<file path="config.mk">
export PLATFORM = sky130hd
export DESIGN_NAME = fdr_front
export DESIGN_NICKNAME = d
export VERILOG_FILES = /design/src/hw/rtl/fdr_pkg.sv /design/src/hw/rtl/fdr_front.sv
export SDC_FILE = /design/constraint.sdc
export NUM_CORES = 1
export LEC_CHECK = 0
export ABC_AREA = 1
export BUFFER_PORTS_ARGS = -buffer_cell sky130_fd_sc_hd__buf_2
export CAP_MARGIN = 10
export CORE_MARGIN = 5
export CORE_UTILIZATION = 40
export CTS_BUF_LIST = sky130_fd_sc_hd__clkbuf_4 sky130_fd_sc_hd__clkbuf_8
export CTS_CLUSTER_SIZE = 30
export DETAILED_ROUTE_END_ITERATION = 10
export MAX_ROUTING_LAYER = met4
export PLACE_DENSITY = 0.7
export SLEW_MARGIN = 40
export SYNTH_ARGS = -nofsm -noshare
export SYNTH_HDL_FRONTEND = slang
export SYNTH_SLANG_ARGS = --single-unit
</file>
<file path="constraint.sdc">
create_clock -name clk -period 3 [get_ports clk]
set_input_delay 0.75 -clock clk [delete_from_list [all_inputs] [get_ports clk]]
set_output_delay 0.75 -clock clk [all_outputs]
set_load 0.005 [all_outputs]
</file>
<file path="src/hw/rtl/fdr_pkg.sv">
// Shared types, constants and arithmetic steps for the Fresnel reflectance block.
package fdr_pkg;

	localparam logic signed [15:0] ONE_Q14 = 16'sd16384;
	localparam logic [16:0] ONE_Q16 = 17'h10000;
	localparam int SQ_STEPS = 30;
	localparam int DIV_STEPS = 17;
	localparam int QDEPTH = 4;
	localparam int QAW = 2;
	localparam int QCW = 3;

	typedef struct packed {
		logic [14:0] cm;
		logic [15:0] ei;
		logic [15:0] et;
	} fdr_item_t;

	typedef struct packed {
		logic [31:0] rem;
		logic [59:0] rad;
		logic [29:0] root;
	} fdr_sq_t;

	typedef struct packed {
		logic [46:0] rem;
		logic [16:0] low;
		logic [16:0] quo;
	} fdr_div_t;

	// One digit of the square root: take the next two radicand bits.
	function automatic fdr_sq_t sq_step(input fdr_sq_t s);
		logic [33:0] cur;
		logic [33:0] trial;
		fdr_sq_t r;
		cur = {s.rem, s.rad[59:58]};
		trial = {2'b00, s.root, 2'b01};
		r.rad = {s.rad[57:0], 2'b00};
		if (cur >= trial) begin
			r.rem = 32'(cur - trial);
			r.root = {s.root[28:0], 1'b1};
		end else begin
			r.rem = cur[31:0];
			r.root = {s.root[28:0], 1'b0};
		end
		return r;
	endfunction

	// One quotient bit of the restoring divider.
	function automatic fdr_div_t div_step(input fdr_div_t s, input logic [46:0] den);
		logic [47:0] cur;
		fdr_div_t r;
		cur = {s.rem, s.low[16]};
		r.low = {s.low[15:0], 1'b0};
		if (cur >= {1'b0, den}) begin
			r.rem = 47'(cur - {1'b0, den});
			r.quo = {s.quo[15:0], 1'b1};
		end else begin
			r.rem = cur[46:0];
			r.quo = {s.quo[15:0], 1'b0};
		end
		return r;
	endfunction

	// Rounded dividend: num * 2^16 + den / 2.
	function automatic logic [62:0] div_num(input logic [46:0] num, input logic [46:0] den);
		return {num, 16'b0} + {17'b0, den[46:1]};
	endfunction

endpackage

</file>
<file path="src/hw/rtl/fdr_front.sv">
// Front stage: clamp the cosine, swap indices for a leaving ray, hand off to the queue.
module fdr_front (
	input  logic                clk,
	input  logic                arst_n,
	input  logic                in_valid,
	output logic                in_stall,
	input  logic signed [15:0]  cos_incident,
	input  logic [15:0]         eta_incident,
	input  logic [15:0]         eta_transmit,
	input  logic                q_full,
	output logic                push,
	output fdr_pkg::fdr_item_t  push_item
);
	import fdr_pkg::*;

	logic valid_s1;
	fdr_item_t item_s1;
	logic signed [15:0] cl;
	logic signed [15:0] neg;
	fdr_item_t nxt;

	always_comb begin
		cl = cos_incident;
		if (cos_incident > ONE_Q14) cl = ONE_Q14;
		if (cos_incident < -ONE_Q14) cl = -ONE_Q14;
		neg = -cl;
		if (cl <= 16'sd0) begin
			nxt.cm = neg[14:0];
			nxt.ei = eta_transmit;
			nxt.et = eta_incident;
		end else begin
			nxt.cm = cl[14:0];
			nxt.ei = eta_incident;
			nxt.et = eta_transmit;
		end
	end

	assign in_stall = valid_s1 && q_full;
	assign push = valid_s1 && !q_full;
	assign push_item = item_s1;

	always_ff @(posedge clk or negedge arst_n) begin
		if (!arst_n) begin
			valid_s1 <= 1'b0;
		end else if (!in_stall) begin
			valid_s1 <= in_valid;
		end
	end

	always_ff @(posedge clk) begin
		if (!in_stall && in_valid) begin
			item_s1 <= nxt;
		end
	end

endmodule

</file>
==> impl_metrics.yaml <==
yosys:
  syn-num-nets: 393
  synth_edf_count: 47
  ys_ff_latch: 48
  yosysSeqAreaShare: 0.528
  synth-async-reset-ratio: 0.0208
  yosysTopAreaCell: "edfxtp_1"
  synth_flop_cell: "edfxtp_1"
  postSynthAreaPerCell_sq_um: 8.00
  yosys.cell_count.top_type: "nand2_1"
  synth_commonest_cells: "129 x nand2_1, 50 x nand3_1, 47 x edfxtp_1"
  synth_top_area_share: 0.519
  synthTopCellsByArea: "edfxtp_1 52%, nand2_1 18%, nand3_1 9.2%"
  netlist_area_sq_um: 2720
  syn_inst: 340
  netlist-cell-type-count: 24
  yosysWarnings: 0
place:
  port_buffers: 100
  dp_hpwl_um: 4760
  pre_cts_ws_ns: 0.237
  placed_cells_incl_taps: 511
  gp_congestion: 0.850
worst_setup_path:
  crit_family: "simple AND/OR/NAND/NOR gates"
  crit_arrival_ns: 2.49
  startpoint_type: "primary input"
  critical_path.max_stage_delay_ns: 0.25
  required_ns: 3.04
  r2r_start: "valid_s1$_DFFE_PN0N_"
  slowest_stage: "ha_1"
  reg2regPathDepth: 4
  criticalPathCategory: "in2reg"
  timing.rr.end: "push_item[40]$_DFFE_PP_"
  path_cells: "buf_2 > or2_1 > nor2_1 > nand2_1 > nand2_2 > nand2_1 > ha_1 > nand3_2 > nor2_2 > nand2_2 > nand2_2 > buf_4 > nand2_1 > nand2_1"
  critical_path.most_common_cell: "nand2_1"
  crit_path_end_kind: "register"
  crit_fanout: 27
  crit_buf_inv: 2
  r2r_slack_ns: 1.53
hold_path:
  hp-class: "in2async"
floorplan:
  core_sq_um: 6720
  ios: 101
  die_area_sq_um: 8550
  rows: 30
  die_x_um: 92.5
  die_h_um: 92.5
  initial_utilization: 0.405
power:
  sw_frac_of_total: 0.248
  power.share.combinational: 0.186
  vdd_drop_max_v: 0.000156
  netSwitchingPower_mw: 0.386
  intPower_mw: 1.17
  p_leak_nw: 1.75
  p_per_area_nw_per_um2: 458
  sequentialPowerShare: 0.520
  clockPowerShare: 0.294
drt:
  drt_iter0_markers: 94
  drc_errors: 0
  finalWirelength_um: 6230
  ant_nets: 0
  vias_per_cell: 4.76
  dr.pass1.iters: 4
  avgRoutedWirePerCell_um: 12.0
  vias: 2472
cts:
  clock_sinks: 48
  htree_levels: 2
  cts_hold_buf: 0
  cts_inserted_buffers: 5
  cts-root-buf: "clkbuf_8"
  cts.path.max_buffers: 2
  cts_resized: 0
  cts_setup_buffers: 0
  clk_latency_ns: 0.29
  cts_tree: "built"
  clkTransAtPathRegs_ns: 0.09
grt:
  grt_max_degree: 48
  grt-busiest-layer: "met2"
  track_usage: 0.154
  grt_overflow: 0
  antenna_found_initial: 0
  grtUsageMet3: 0.0366
  use_met2: 0.256
  grt_pass1_vias: 2289
  grt_use_met1: 0.184
  grt_pass1_wl_um: 10400
job:
  cap_violations: 0
sta:
  post-route-period-util: 0.815
  worst_pin_slew_ns: 0.582
  period_needed_ns: 2.45
  setup-violations-final: 0
  fin_skew_ns: 0.00715
  slew_headroom: 0.612
  finalHoldViolations: 0
  tns_ns: 0
  drv_slew: 0
  fmax_mhz: 409
  worst_slack_ns: 0.554
  rsz0062_at_grt: "false"
cells_and_area:
  utilization: 0.505
  antennaDiodeCount: 0
  layout.nets: 491
  stdcell_count: 519
  area_growth_pct: 24.7
  drive_gt1_frac: 0.282
status:
  status: "completed"
## layout make-up
| class | instances | area, sq um |
|---|---|---|
| clock buffers | 6 | 76.3 |
| clock inverters | 2 | 35.0 |
| fillers | 658 | 3330 |
| inverters | 32 | 120 |
| multi-input cells | 244 | 1070 |
| flip-flops and latches | 48 | 1440 |
| well taps | 80 | 100 |
| repair buffers | 107 | 553 |
## power groups by stage
stage	Sequential [mW]	Clock (mW)	Combinational [mW]
after floorplan	0.830	0	0.165
after global placement	0.824	0	0.284
after detailed placement	0.825	0	0.290
after CTS	0.809	0.470	0.291
after global routing	0.812	0.502	0.332
final	0.808	0.457	0.289
## routing by layer
layer	vias to the layer above	part of all wire
met5	-	0
met4	0	0.020
met3	10	0.082
met2	99	0.46
met1	1069	0.44
li1	1294	-
## cell usage in the layout, fill, tap and decap left out
cell | synthesis | routed
or2_1 | 1 | 1
o21ai_0 | 11 | 11
a31o_2 | 1 | 1
nor2_1 | 34 | 33
nand3_1 | 50 | 50
nand2_2 | 3 | 3
dfrtp_1 | 1 | 1
buf_4 | 1 | 7
nand3_2 | 1 | 1
buf_2 | 4 | 100
nand4_1 | 3 | 3
clkbuf_4 | 0 | 1
bufinv_16 | 0 | 1
ha_1 | 1 | 1
o21ai_1 | 4 | 4
inv_2 | 1 | 1
nor2_2 | 1 | 1
inv_1 | 31 | 31
xor2_1 | 3 | 3
nand2_1 | 129 | 129
nor2_4 | 1 | 2
clkbuf_8 | 0 | 5
xnor2_1 | 1 | 1
edfxtp_1 | 47 | 47
clkinv_2 | 0 | 1
## cell families (layout without fill, tap and decap cells)
family | after synthesis | count (layout) | synth area share
AO/OA/AOI/OAI | 16 | 16 | 0.0308
flip-flops | 48 | 48 | 0.528
AND/OR/NAND/NOR | 223 | 223 | 0.343
adder cells (fa/ha/maj) | 1 | 1 | 0.00460
buffers and inverters | 48 | 147 | 0.0805
XOR/XNOR | 4 | 4 | 0.0129
## registers in the layout, indices dropped and copies added (netlist names)
signal and cells:
valid_s1 1, push_item 47
## worst max-delay path by stage
stage	startpoint	end	slack, ns	cells after the start
floorplan	cos_incident[2]	push_item[12]$_DFFE_PP_	0.11	16
global placement	cos_incident[2]	push_item[37]$_DFFE_PP_	0.32	14
detailed placement	cos_incident[2]	push_item[37]$_DFFE_PP_	0.24	14
CTS	cos_incident[2]	push_item[37]$_DFFE_PP_	0.56	14
global route	cos_incident[14]	push_item[4]$_DFFE_PP_	0.34	13
finish	cos_incident[2]	push_item[37]$_DFFE_PP_	0.55	14
## metrics by stage
step                      area [sq um]  hold slack, ns  power [mW]
after floorplan                   2720           0.454       0.996
after global placement            3280           0.471        1.11
after detailed placement          3280           0.482        1.11
after CTS                         3390           0.197        1.57
after global routing              3390           0.190        1.65
final                             3390           0.211        1.55
Power figures use the tool's default switching activity.
