===== config.mk =====
export PLATFORM = sky130hd
export DESIGN_NAME = fdr_queue
export DESIGN_NICKNAME = d
export VERILOG_FILES = /design/src/hw/rtl/fdr_pkg.sv /design/src/hw/rtl/fdr_queue.sv
export SDC_FILE = /design/constraint.sdc
export NUM_CORES = 1
export LEC_CHECK = 0
export BUFFER_PORTS_ARGS = -buffer_cell sky130_fd_sc_hd__buf_2
export CAP_MARGIN = 20
export CORE_ASPECT_RATIO = 1.5
export CORE_UTILIZATION = 50
export DETAILED_ROUTE_END_ITERATION = 7
export PLACE_DENSITY = 0.84
export SYNTH_ARGS = -nofsm -noshare
export SYNTH_HDL_FRONTEND = slang
export SYNTH_SLANG_ARGS = --single-unit

===== constraint.sdc =====
create_clock -name clk -period 2.3 [get_ports clk]
set_clock_uncertainty 0.05 [all_clocks]
set_input_delay 0.46 -clock clk [delete_from_list [all_inputs] [get_ports clk]]
set_output_delay 0.46 -clock clk [all_outputs]
set_load 0.005 [all_outputs]

===== src/hw/rtl/fdr_pkg.sv =====
// Shared types, constants and arithmetic steps for the Fresnel reflectance block.
package fdr_pkg;

	localparam logic signed [15:0] ONE_Q14 = 16'sd16384;
	localparam logic [16:0] ONE_Q16 = 17'h10000;
	localparam int SQ_STEPS = 30;
	localparam int DIV_STEPS = 17;
	localparam int QDEPTH = 4;
	localparam int QAW = 2;
	localparam int QCW = 3;

	typedef struct packed {
		logic [14:0] cm;
		logic [15:0] ei;
		logic [15:0] et;
	} fdr_item_t;

	typedef struct packed {
		logic [31:0] rem;
		logic [59:0] rad;
		logic [29:0] root;
	} fdr_sq_t;

	typedef struct packed {
		logic [46:0] rem;
		logic [16:0] low;
		logic [16:0] quo;
	} fdr_div_t;

	// One digit of the square root: take the next two radicand bits.
	function automatic fdr_sq_t sq_step(input fdr_sq_t s);
		logic [33:0] cur;
		logic [33:0] trial;
		fdr_sq_t r;
		cur = {s.rem, s.rad[59:58]};
		trial = {2'b00, s.root, 2'b01};
		r.rad = {s.rad[57:0], 2'b00};
		if (cur >= trial) begin
			r.rem = 32'(cur - trial);
			r.root = {s.root[28:0], 1'b1};
		end else begin
			r.rem = cur[31:0];
			r.root = {s.root[28:0], 1'b0};
		end
		return r;
	endfunction

	// One quotient bit of the restoring divider.
	function automatic fdr_div_t div_step(input fdr_div_t s, input logic [46:0] den);
		logic [47:0] cur;
		fdr_div_t r;
		cur = {s.rem, s.low[16]};
		r.low = {s.low[15:0], 1'b0};
		if (cur >= {1'b0, den}) begin
			r.rem = 47'(cur - {1'b0, den});
			r.quo = {s.quo[15:0], 1'b1};
		end else begin
			r.rem = cur[46:0];
			r.quo = {s.quo[15:0], 1'b0};
		end
		return r;
	endfunction

	// Rounded dividend: num * 2^16 + den / 2.
	function automatic logic [62:0] div_num(input logic [46:0] num, input logic [46:0] den);
		return {num, 16'b0} + {17'b0, den[46:1]};
	endfunction

endpackage


===== src/hw/rtl/fdr_queue.sv =====
// Short queue between the front stage and the arithmetic pipeline.
module fdr_queue (
	input  logic                clk,
	input  logic                arst_n,
	input  logic                push,
	input  fdr_pkg::fdr_item_t  push_item,
	input  logic                pop,
	output logic                full,
	output logic                empty,
	output fdr_pkg::fdr_item_t  head
);
	import fdr_pkg::*;

	fdr_item_t mem_q [QDEPTH];
	logic [QAW-1:0] wp_q;
	logic [QAW-1:0] rp_q;
	logic [QCW-1:0] cnt_q;

	assign full = (cnt_q == QCW'(QDEPTH));
	assign empty = (cnt_q == '0);
	assign head = mem_q[rp_q];

	always_ff @(posedge clk or negedge arst_n) begin
		if (!arst_n) begin
			wp_q <= '0;
			rp_q <= '0;
			cnt_q <= '0;
		end else begin
			if (push) wp_q <= wp_q + 1'b1;
			if (pop) rp_q <= rp_q + 1'b1;
			if (push && !pop) cnt_q <= cnt_q + 1'b1;
			else if (pop && !push) cnt_q <= cnt_q - 1'b1;
		end
	end

	always_ff @(posedge clk) begin
		if (push) begin
			mem_q[wp_q] <= push_item;
		end
	end

endmodule


==> results of run 1 <==
==> cells by family (layout without fill, tap and decap cells) <==
family | count (synthesis) | count (layout) | synth area share
xor+xnor | 6 | 6 | 0.00730
fa+ha+maj | 6 | 6 | 0.0115
mux | 48 | 48 | 0.150
simple gates | 9 | 9 | 0.00678
flops | 195 | 195 | 0.809
compound gates | 1 | 1 | 0.000695
buf+inv | 15 | 154 | 0.0155
other cells | 0 | 4 | 0
==> worst max path at each step <==
| stage | start | end | slack, ps | cells after the start |
|---|---|---|---|---|
| 3_5_place_dp | rp_q[0]$_DFFE_PN0P_ | head[26] | 340 | 3 |
| 3_3_place_gp | rp_q[0]$_DFFE_PN0P_ | head[43] | 350 | 3 |
| 6_report | rp_q[0]$_DFFE_PN0P_ | head[26] | -40 | 4 |
| 2_1_floorplan | wp_q[0]$_DFFE_PN0P_ | mem_q[2][0]$_DFFE_PP_ | 100 | 3 |
| 4_1_cts | rp_q[0]$_DFFE_PN0P_ | head[26] | -50 | 3 |
| 5_1_grt | rp_q[0]$_DFFE_PN0P_ | head[26] | -70 | 4 |
==> registers in the layout, summed over array words and instances, names as in the netlist <==
name   count
cnt_q      3
wp_q       2
mem_q    188
rp_q       2
==> repair_timing <==
action	CTS	global route
cloned	0	3
setup buffers	1	3
hold endpoints to repair	7	0
hold buffers	1	0
endpoints found under the setup margin	43	47
gates resized for setup	3	5
==> synthesized netlist by cell type <==
| cell type | instances |
|---|---|
| buf_6 | 1 |
| xnor2_1 | 2 |
| mux4_1 | 2 |
| clkbuf_1 | 2 |
| xor2_1 | 4 |
| nor3b_1 | 1 |
| o21ai_0 | 1 |
| and2_1 | 4 |
| nor3_1 | 1 |
| inv_1 | 4 |
| nor2_1 | 1 |
| buf_4 | 3 |
| ha_1 | 5 |
| mux4_2 | 45 |
| buf_2 | 3 |
| nand2_1 | 2 |
| mux2_2 | 1 |
| fa_1 | 1 |
| buf_12 | 2 |
| edfxtp_1 | 188 |
| dfrtp_1 | 7 |
==> through the flow <==
stage,worst slack (ps),std cells,cell area [µm²],power [mW]
5_1_grt,-73.1,613,8740,11.5
6_report,-42.8,615,8740,11.0
3_3_place_gp,348,571,7990,7.81
2_1_floorplan,101,280,7200,6.76
4_1_cts,-49.3,605,8600,10.9
3_5_place_dp,343,571,7990,7.93
==> final cells by class <==
cell class                 count  area (µm²)
sequential                   195        5830
clock buffer                  18         429
fill                         984        5320
inverter                       4        15.0
timing repair buffer         118         801
clock inverter                14         159
multi-input combinational     70        1260
antenna                        4        10.0
tap                          192         240
==> layer usage <==
| metal | up-vias | track usage |
|---|---|---|
| met2 | 87 | 0.304 |
| li1 | 1443 | - |
| met4 | 0 | 0.0912 |
| met5 | - | 0 |
| met3 | 24 | 0.0497 |
| met1 | 1724 | 0.201 |
==> where the power goes <==
part           total [mW]  leakage (nW)  switching, mW  internal (mW)
combinational        3.23         0.959           1.47           1.77
sequential           4.87          1.81          0.214           4.66
clock                2.91         0.289           1.21           1.70
==> critical path, cell delays in order (launching register included) <==
cell and delay [ps]:
dfrtp_4 430, buf_12 140, buf_12 140, mux4_2 530, buf_2 150
==> layout by cell type (no fill, tap or decap) <==
cell           count
nor2_1             1
clkinv_1           4
edfxtp_1         188
buf_6              6
dfrtp_2            1
dlygate4sd3_1      1
buf_2             95
nand2_1            2
buf_12             6
xnor2_1            2
clkbuf_16         20
nor3_1             1
ha_1               5
diode_2            4
clkinv_4           2
dfrtp_4            1
and2_2             4
nor3b_1            1
dfrtp_1            5
clkbuf_1           1
mux4_2            47
fa_1               1
o21ai_0            1
inv_6              3
bufinv_16          3
mux2_2             1
buf_4              7
inv_1              4
xor2_1             4
clkinv_2           2
==> results.yml, run 1 <==
floorplanning:
  die_h_um: 149
  core_area_um2: 14100
  start_util: 0.512
  io_pins: 100
  die_w_um: 100
  dieArea_um2: 14900
  placementRows: 53
grt:
  grt_pass1_vias: 3437
  grt_pass1_wl_mm: 18.7
  grt_max_degree: 44
  track_usage: 0.177
  antenna_found_initial: 4
  grt.overflow.total: 0
power:
  powerDensity_nw_per_um2: 1260
  power.leakage_nw: 3.05
  ir_worst_vdd_v: 0.000655
clock_tree:
  root_buffer: "clkbuf_16"
  path_clk_slew_ps: 70
  htreeDepth: 4
  clock_path_buffers: 2
  cts_tree: "built"
  numClockSinks: 195
  clk_latency_ps: 430
  cts_inserted_buffers: 17
placement:
  dp_hpwl_mm: 7.67
  gp_congestion: 0.715
  portBuffers: 99
critical_path:
  end_kind: "primary output"
  r2r-end: "mem_q[0][16]$_DFFE_PP_"
  critPathLaunchType: "register"
  crit_type: "reg2out"
  crit_fanout: 8
  reg2reg_slack_ps: 570
  r2r_cells: 4
  reg2reg_from: "wp_q[0]$_DFFE_PN0P_"
  cp.arrival_ps: 1830
  cp.required_ps: 1790
timing:
  rsz0062_at_grt: "true"
  period_needed_ps: 2340
  fin_setup_tns_ps: -228
  hold_violations: 0
  whs_ps: 195
  slew_headroom: 0.647
  worst_slack_ps: -42.8
  setup_viol: 27
  tightest_slew_ps: 530
  fmax_mhz: 427
  maxSlewViolCount: 0
  layout_worst_path_cycle_share: 1.02
layout:
  area_growth_pct: 21.5
  fin_util: 0.622
  post_route_cells_drive_above_1_share: 0.473
  finalNetCount: 463
worst_hold_path:
  hp-start: "push_item[21]"
  min_to: "mem_q[1][21]$_DFFE_PP_"
  hold_path_depth: 1
  hp-class: "in2reg"
route:
  routed.top_layer: "met4"
  drt_iter0_markers: 141
  dr.pass1.iters: 4
  vias: 3278
  drc: 0
  avgViaCountPerCell: 5.33
  wl_met2_mm: 6.79
  wl_met3_um: 487
  antenna_left: 0
  drt-wirelength-per-cell_um: 20.2
  wl_met1_mm: 4.76
  drt-total-wl_mm: 12.4
yosys:
  synth_seq_cells: 195
  ys_top_cells_by_area: "edfxtp_1 78%, mux4_2 14%, dfrtp_1 2.4%"
  synth_nets: 337
  ys_seq_area_frac: 0.809
  yosys_warnings: 0
  netlist.area_leader.share: 0.784
  yosysUniqueCellTypes: 21
  syn-cell-area_um2: 7200
  yosys.area.top_type: "edfxtp_1"
  synth_cells: 280
  avgSynthCellArea_um2: 25.7
run_status:
  violations: "setup timing"
  outcome: "finished with violations"
run:
  cap_violations: 0
Note: power is estimated with default switching activity, not from simulation.
==> run 2, diff against run 1 <==
==> constraint.sdc (replaced) <==
create_clock -name clk -period 2.3 [get_ports clk]
set_clock_uncertainty 0.05 [all_clocks]
set_input_delay 0.23 -clock clk [delete_from_list [all_inputs] [get_ports clk]]
set_output_delay 0.23 -clock clk [all_outputs]
set_load 0.005 [all_outputs]
==> results.yml, run 2 (same netlist as run 1, synthesis figures left out) <==
floorplanning:
  die_w_um: 100
  dieArea_um2: 14900
  start_util: 0.512
  io_pins: 100
  placementRows: 53
  core_area_um2: 14100
  die_h_um: 149
timing:
  maxSlewViolCount: 0
  hold_violations: 0
  fin_setup_tns_ps: 0
  period_needed_ps: 2190
  tightest_slew_ps: 512
  slew_headroom: 0.659
  fmax_mhz: 456
  rsz0062_at_grt: "false"
  setup_viol: 0
  layout_worst_path_cycle_share: 0.953
layout:
  n_fill_cell: 967
  post_route_cells_drive_above_1_share: 0.413
  largest-register: "mem_q"
  reg.largest.list: "mem_q (188), cnt_q (3)"
  final_area_um2: 9120
  final_cell_mix: "188 x edfxtp_1, 99 x buf_2, 49 x dlygate4sd3_1, 45 x mux4_2, 17 x clkbuf_16"
  finalNetCount: 506
  largest_reg_flops: 188
  layout_commonest_cell: "edfxtp_1"
  antenna_cells: 0
  area_growth_pct: 26.7
critical_path:
  crit_slowest_cell: "dfrtp_4"
  crit_fanout: 18
  cp.required_ps: 2020
  reg2reg_slack_ps: 590
  cpPeakStageDelay_ps: 580
  r2r-end: "mem_q[0][31]$_DFFE_PP_"
  critical_path.startpoint: "rp_q[0]$_DFFE_PN0P_"
  crit_chain: "buf_12, mux4_2, buf_2"
  crit_type: "reg2out"
  end_kind: "primary output"
  reg2reg_from: "wp_q[0]$_DFFE_PN0P_"
  critPathLaunchType: "register"
  cp.arrival_ps: 1910
  cp-endpoint: "head[31]"
  r2r_cells: 4
route:
  dr.pass1.iters: 4
  drc: 0
  drt_iter0_markers: 168
  vias: 3456
  antenna_left: 0
  drt-wirelength-per-cell_um: 19.6
  drt-total-wl_mm: 12.8
  avgViaCountPerCell: 5.28
power:
  power.leakage_nw: 3.20
  ir_worst_vdd_v: 0.000683
  powerDensity_nw_per_um2: 1190
  finalPower_mw: 10.8
grt:
  grt_pass1_wl_mm: 19.8
  antenna_found_initial: 0
  grt.overflow.total: 0
  track_usage: 0.185
  grt_max_degree: 29
  grt_pass1_vias: 3809
clock_tree:
  clk_latency_ps: 410
  cts_inserted_buffers: 17
  root_buffer: "clkbuf_16"
  clock_path_buffers: 2
  htreeDepth: 4
  cts_tree: "built"
  numClockSinks: 195
  path_clk_slew_ps: 60
run:
  cap_violations: 0
placement:
  place_area_um2: 8030
  portBuffers: 99
  gp_congestion: 0.708
  dp_hpwl_mm: 7.66
worst_hold_path:
  hp-class: "in2reg"
run_status:
  outcome: "finished, final reports clean"
run 2: cell count changes in the layout (fill, tap and decap cells not counted), moves of 3 or more:
cell,before,now
dlygate4sd3_1,1,49
buf_6,6,1
buf_2,95,99
diode_2,4,0
clkbuf_1,1,4
clkbuf_16,20,17
clkinv_1,4,1
run 2: layout make-up:
class,instances,area [µm²],area share
clock buffer,21,440,0.0483
tap,192,240,0.0263
timing repair buffer,161,1170,0.129
inverter,4,15.0,0.00165
clock inverter,11,153,0.0167
multi-input combinational,70,1270,0.139
sequential,195,5830,0.639
run 2: critical path, delay by kind of cell (launching register included):
family | cells | cell delay (ps)
DFF | 1 | 580
muxes | 1 | 540
buffers and inverters | 2 | 380
run 2: timing repair:
item / CTS / global route
setup endpoints to repair: 31 / 0
endpoints found under the hold margin: 196 / 0
setup buffers: 1 / 0
hold buffers: 49 / 0
gates resized for setup: 0 / 0
run 2: worst min path at each step:
stage | start | endpoint | slack, ps | depth (start not counted)
floorplan | arst_n | cnt_q[0]$_DFFE_PN0P_ | -120 | 0
global placement | arst_n | cnt_q[2]$_DFFE_PN0P_ | 20 | 1
detailed placement | arst_n | cnt_q[1]$_DFFE_PN0P_ | 20 | 1
CTS | push | wp_q[0]$_DFFE_PN0P_ | 20 | 2
global route | push | wp_q[0]$_DFFE_PN0P_ | 60 | 2
finish | push | wp_q[0]$_DFFE_PN0P_ | 40 | 2
run 2: metrics by stage:
step	hold slack, ps	util	setup WS [ps]	instances
global route	59.8	0.649	1.52	654
global placement	17.7	0.571	364	572
finish	35.2	0.649	108	654
CTS	17.2	0.649	46.8	654
floorplan	-116	-	101	280
detailed placement	24.3	0.571	353	572
run 2: per-layer routing:
metal  routed length (µm)  up-vias  track usage
li1                     -     1534            -
met2                 7140       95        0.337
met3                  496       16       0.0370
met1                 4960     1811        0.213
met4                  215        0       0.0735
met5                    0        -            0
run 2: report_power, final:
part / total (mW) / internal [mW] / leakage, nW / switching (mW)
clock network: 2.91 / 1.72 / 0.285 / 1.19
logic: 2.94 / 1.60 / 1.11 / 1.35
registers: 4.96 / 4.66 / 1.81 / 0.299
total: 10.8 / 7.98 / 3.20 / 2.83
==> run 3, diff against run 2 <==
PLACE_DENSITY = not set   (was 0.84)
PLACE_DENSITY_LB_ADDON = 0.3   (was not set)
==> results.yml, run 3 (same netlist as run 1, synthesis figures left out) <==
run_status:
  outcome: "finished, final reports clean"
layout:
  reg.largest.list: "mem_q (188), cnt_q (3)"
  layout_commonest_cell: "edfxtp_1"
  finalNetCount: 512
  area_growth_pct: 27.1
  largest_reg_flops: 188
  largest-register: "mem_q"
  final_area_um2: 9150
  instances_no_fill: 661
  final_cell_mix: "188 x edfxtp_1, 99 x buf_2, 49 x dlygate4sd3_1, 45 x mux4_2, 17 x clkbuf_16"
  post_route_cells_drive_above_1_share: 0.432
route:
  antenna_left: 0
  drc: 0
  dr.pass1.iters: 4
  wl_met2_mm: 6.87
  vias: 3414
  wl_met1_mm: 5.15
  avgViaCountPerCell: 5.16
  drt-total-wl_mm: 12.9
  drt_iter0_markers: 242
  routed.top_layer: "met4"
  wl_met3_um: 563
  drt-wirelength-per-cell_um: 19.5
floorplanning:
  start_util: 0.512
  die_w_um: 100
  die_h_um: 149
  core_area_um2: 14100
  placementRows: 53
  io_pins: 100
  dieArea_um2: 14900
power:
  seqPwrFrac: 0.448
  powerDensity_nw_per_um2: 1190
  netSwitchingFraction: 0.272
  p_int_mw: 7.94
  power_frac_clock: 0.268
  combPwrFrac: 0.284
  ir_worst_vdd_v: 0.000743
  power.switching_mw: 2.97
  power.leakage_nw: 3.23
clock_tree:
  root_buffer: "clkbuf_16"
  htreeDepth: 4
  numClockSinks: 195
  clk_latency_ps: 410
  cts_tree: "built"
  clock_path_buffers: 2
  path_clk_slew_ps: 70
  cts_inserted_buffers: 17
grt:
  grt_max_degree: 48
  grt.overflow.total: 0
  track_usage: 0.189
  antenna_found_initial: 1
  grt_pass1_vias: 3703
  grt_pass1_wl_mm: 20.1
critical_path:
  reg2reg_from: "wp_q[0]$_DFFE_PN0P_"
  reg2reg_slack_ps: 610
  r2r-end: "mem_q[0][37]$_DFFE_PP_"
  end_kind: "primary output"
  cp.depth: 3
  crit_slowest_cell: "dfrtp_4"
  crit_chain: "buf_8, mux4_2, buf_2"
  cpPeakStageDelay_ps: 550
  r2r_cells: 4
  crit_family: "flip-flops"
  crit_fanout: 12
  cp.arrival_ps: 1860
  cp-endpoint: "head[32]"
  crit_type: "reg2out"
  crit_buf_inv: 2
  critPathLaunchType: "register"
  cp.required_ps: 2020
  critical_path.startpoint: "rp_q[0]$_DFFE_PN0P_"
timing:
  fmax_mhz: 467
  worst_slack_ps: 157
  fin_setup_tns_ps: 0
  layout_worst_path_cycle_share: 0.932
  rsz0062_at_grt: "false"
  tightest_slew_ps: 443
  slew_headroom: 0.705
  setup_viol: 0
  hold_violations: 0
  period_needed_ps: 2140
  maxSlewViolCount: 0
placement:
  dp_cells: 572
  portBuffers: 99
  place_ws_ps: 310
  dp_hpwl_mm: 7.42
  place_area_um2: 8000
  gp_congestion: 0.664
run:
  cap_violations: 0
worst_hold_path:
  hp-class: "in2reg"
## run 3: changes by cell type in the layout (fill, tap and decap cells not counted), moves of 2 or more
cell | previous run | this run
clkinv_4 | 3 | 1
inv_6 | 1 | 5
inv_8 | 1 | 3
clkinv_2 | 1 | 3
buf_4 | 5 | 13
buf_12 | 7 | 5
clkbuf_1 | 4 | 0
## run 3: stage by stage
| stage | hold WS (ps) | total power [mW] | utilization |
|---|---|---|---|
| after floorplan | -116 | 6.76 | - |
| after global placement | 20.6 | 7.86 | 0.569 |
| after detailed placement | 24.5 | 7.93 | 0.569 |
| after CTS | 23.1 | 11.0 | 0.647 |
| after global routing | 62.9 | 11.4 | 0.651 |
| final | 40.9 | 10.9 | 0.651 |
## run 3: area by class of cell
| cell class | instances | area (µm²) |
|---|---|---|
| antenna | 1 | 2.50 |
| clock buffer | 17 | 425 |
| clock inverter | 15 | 169 |
| fill | 967 | 4910 |
| inverter | 4 | 15.0 |
| multi-input combinational | 70 | 1270 |
| sequential | 195 | 5830 |
| tap | 192 | 240 |
| timing repair buffer | 167 | 1200 |
## run 3: power by group through the flow
stage	sequential, mW	clock [mW]	combinational [mW]
5_1_grt	4.94	3.13	3.36
3_3_place_gp	5.00	0	2.86
6_report	4.89	2.93	3.10
2_1_floorplan	4.87	0	1.89
3_5_place_dp	5.05	0	2.88
4_1_cts	4.93	3.00	3.07
## run 3: how the worst min path moves through the flow
stage / from / endpoint / slack, ps / cells past startpoint
detailed placement: arst_n / cnt_q[2]$_DFFE_PN0P_ / 20 / 1
global placement: arst_n / cnt_q[2]$_DFFE_PN0P_ / 20 / 1
finish: push / wp_q[0]$_DFFE_PN0P_ / 40 / 2
floorplan: arst_n / cnt_q[0]$_DFFE_PN0P_ / -120 / 0
global route: push / wp_q[0]$_DFFE_PN0P_ / 60 / 2
CTS: push / wp_q[0]$_DFFE_PN0P_ / 20 / 2
## run 3: timing repair
item	in CTS	in global routing
gates resized for setup	0	0
buffers inserted	1	6
cloned	0	0
hold endpoints to repair	196	0
hold buffers	49	0
setup endpoints to repair	28	12
## run 3: routing by layer
layer	GRT usage	up-vias
met1	0.238	1760
met3	0.0436	17
li1	-	1539
met2	0.314	98
met4	0.0831	0
met5	0	-
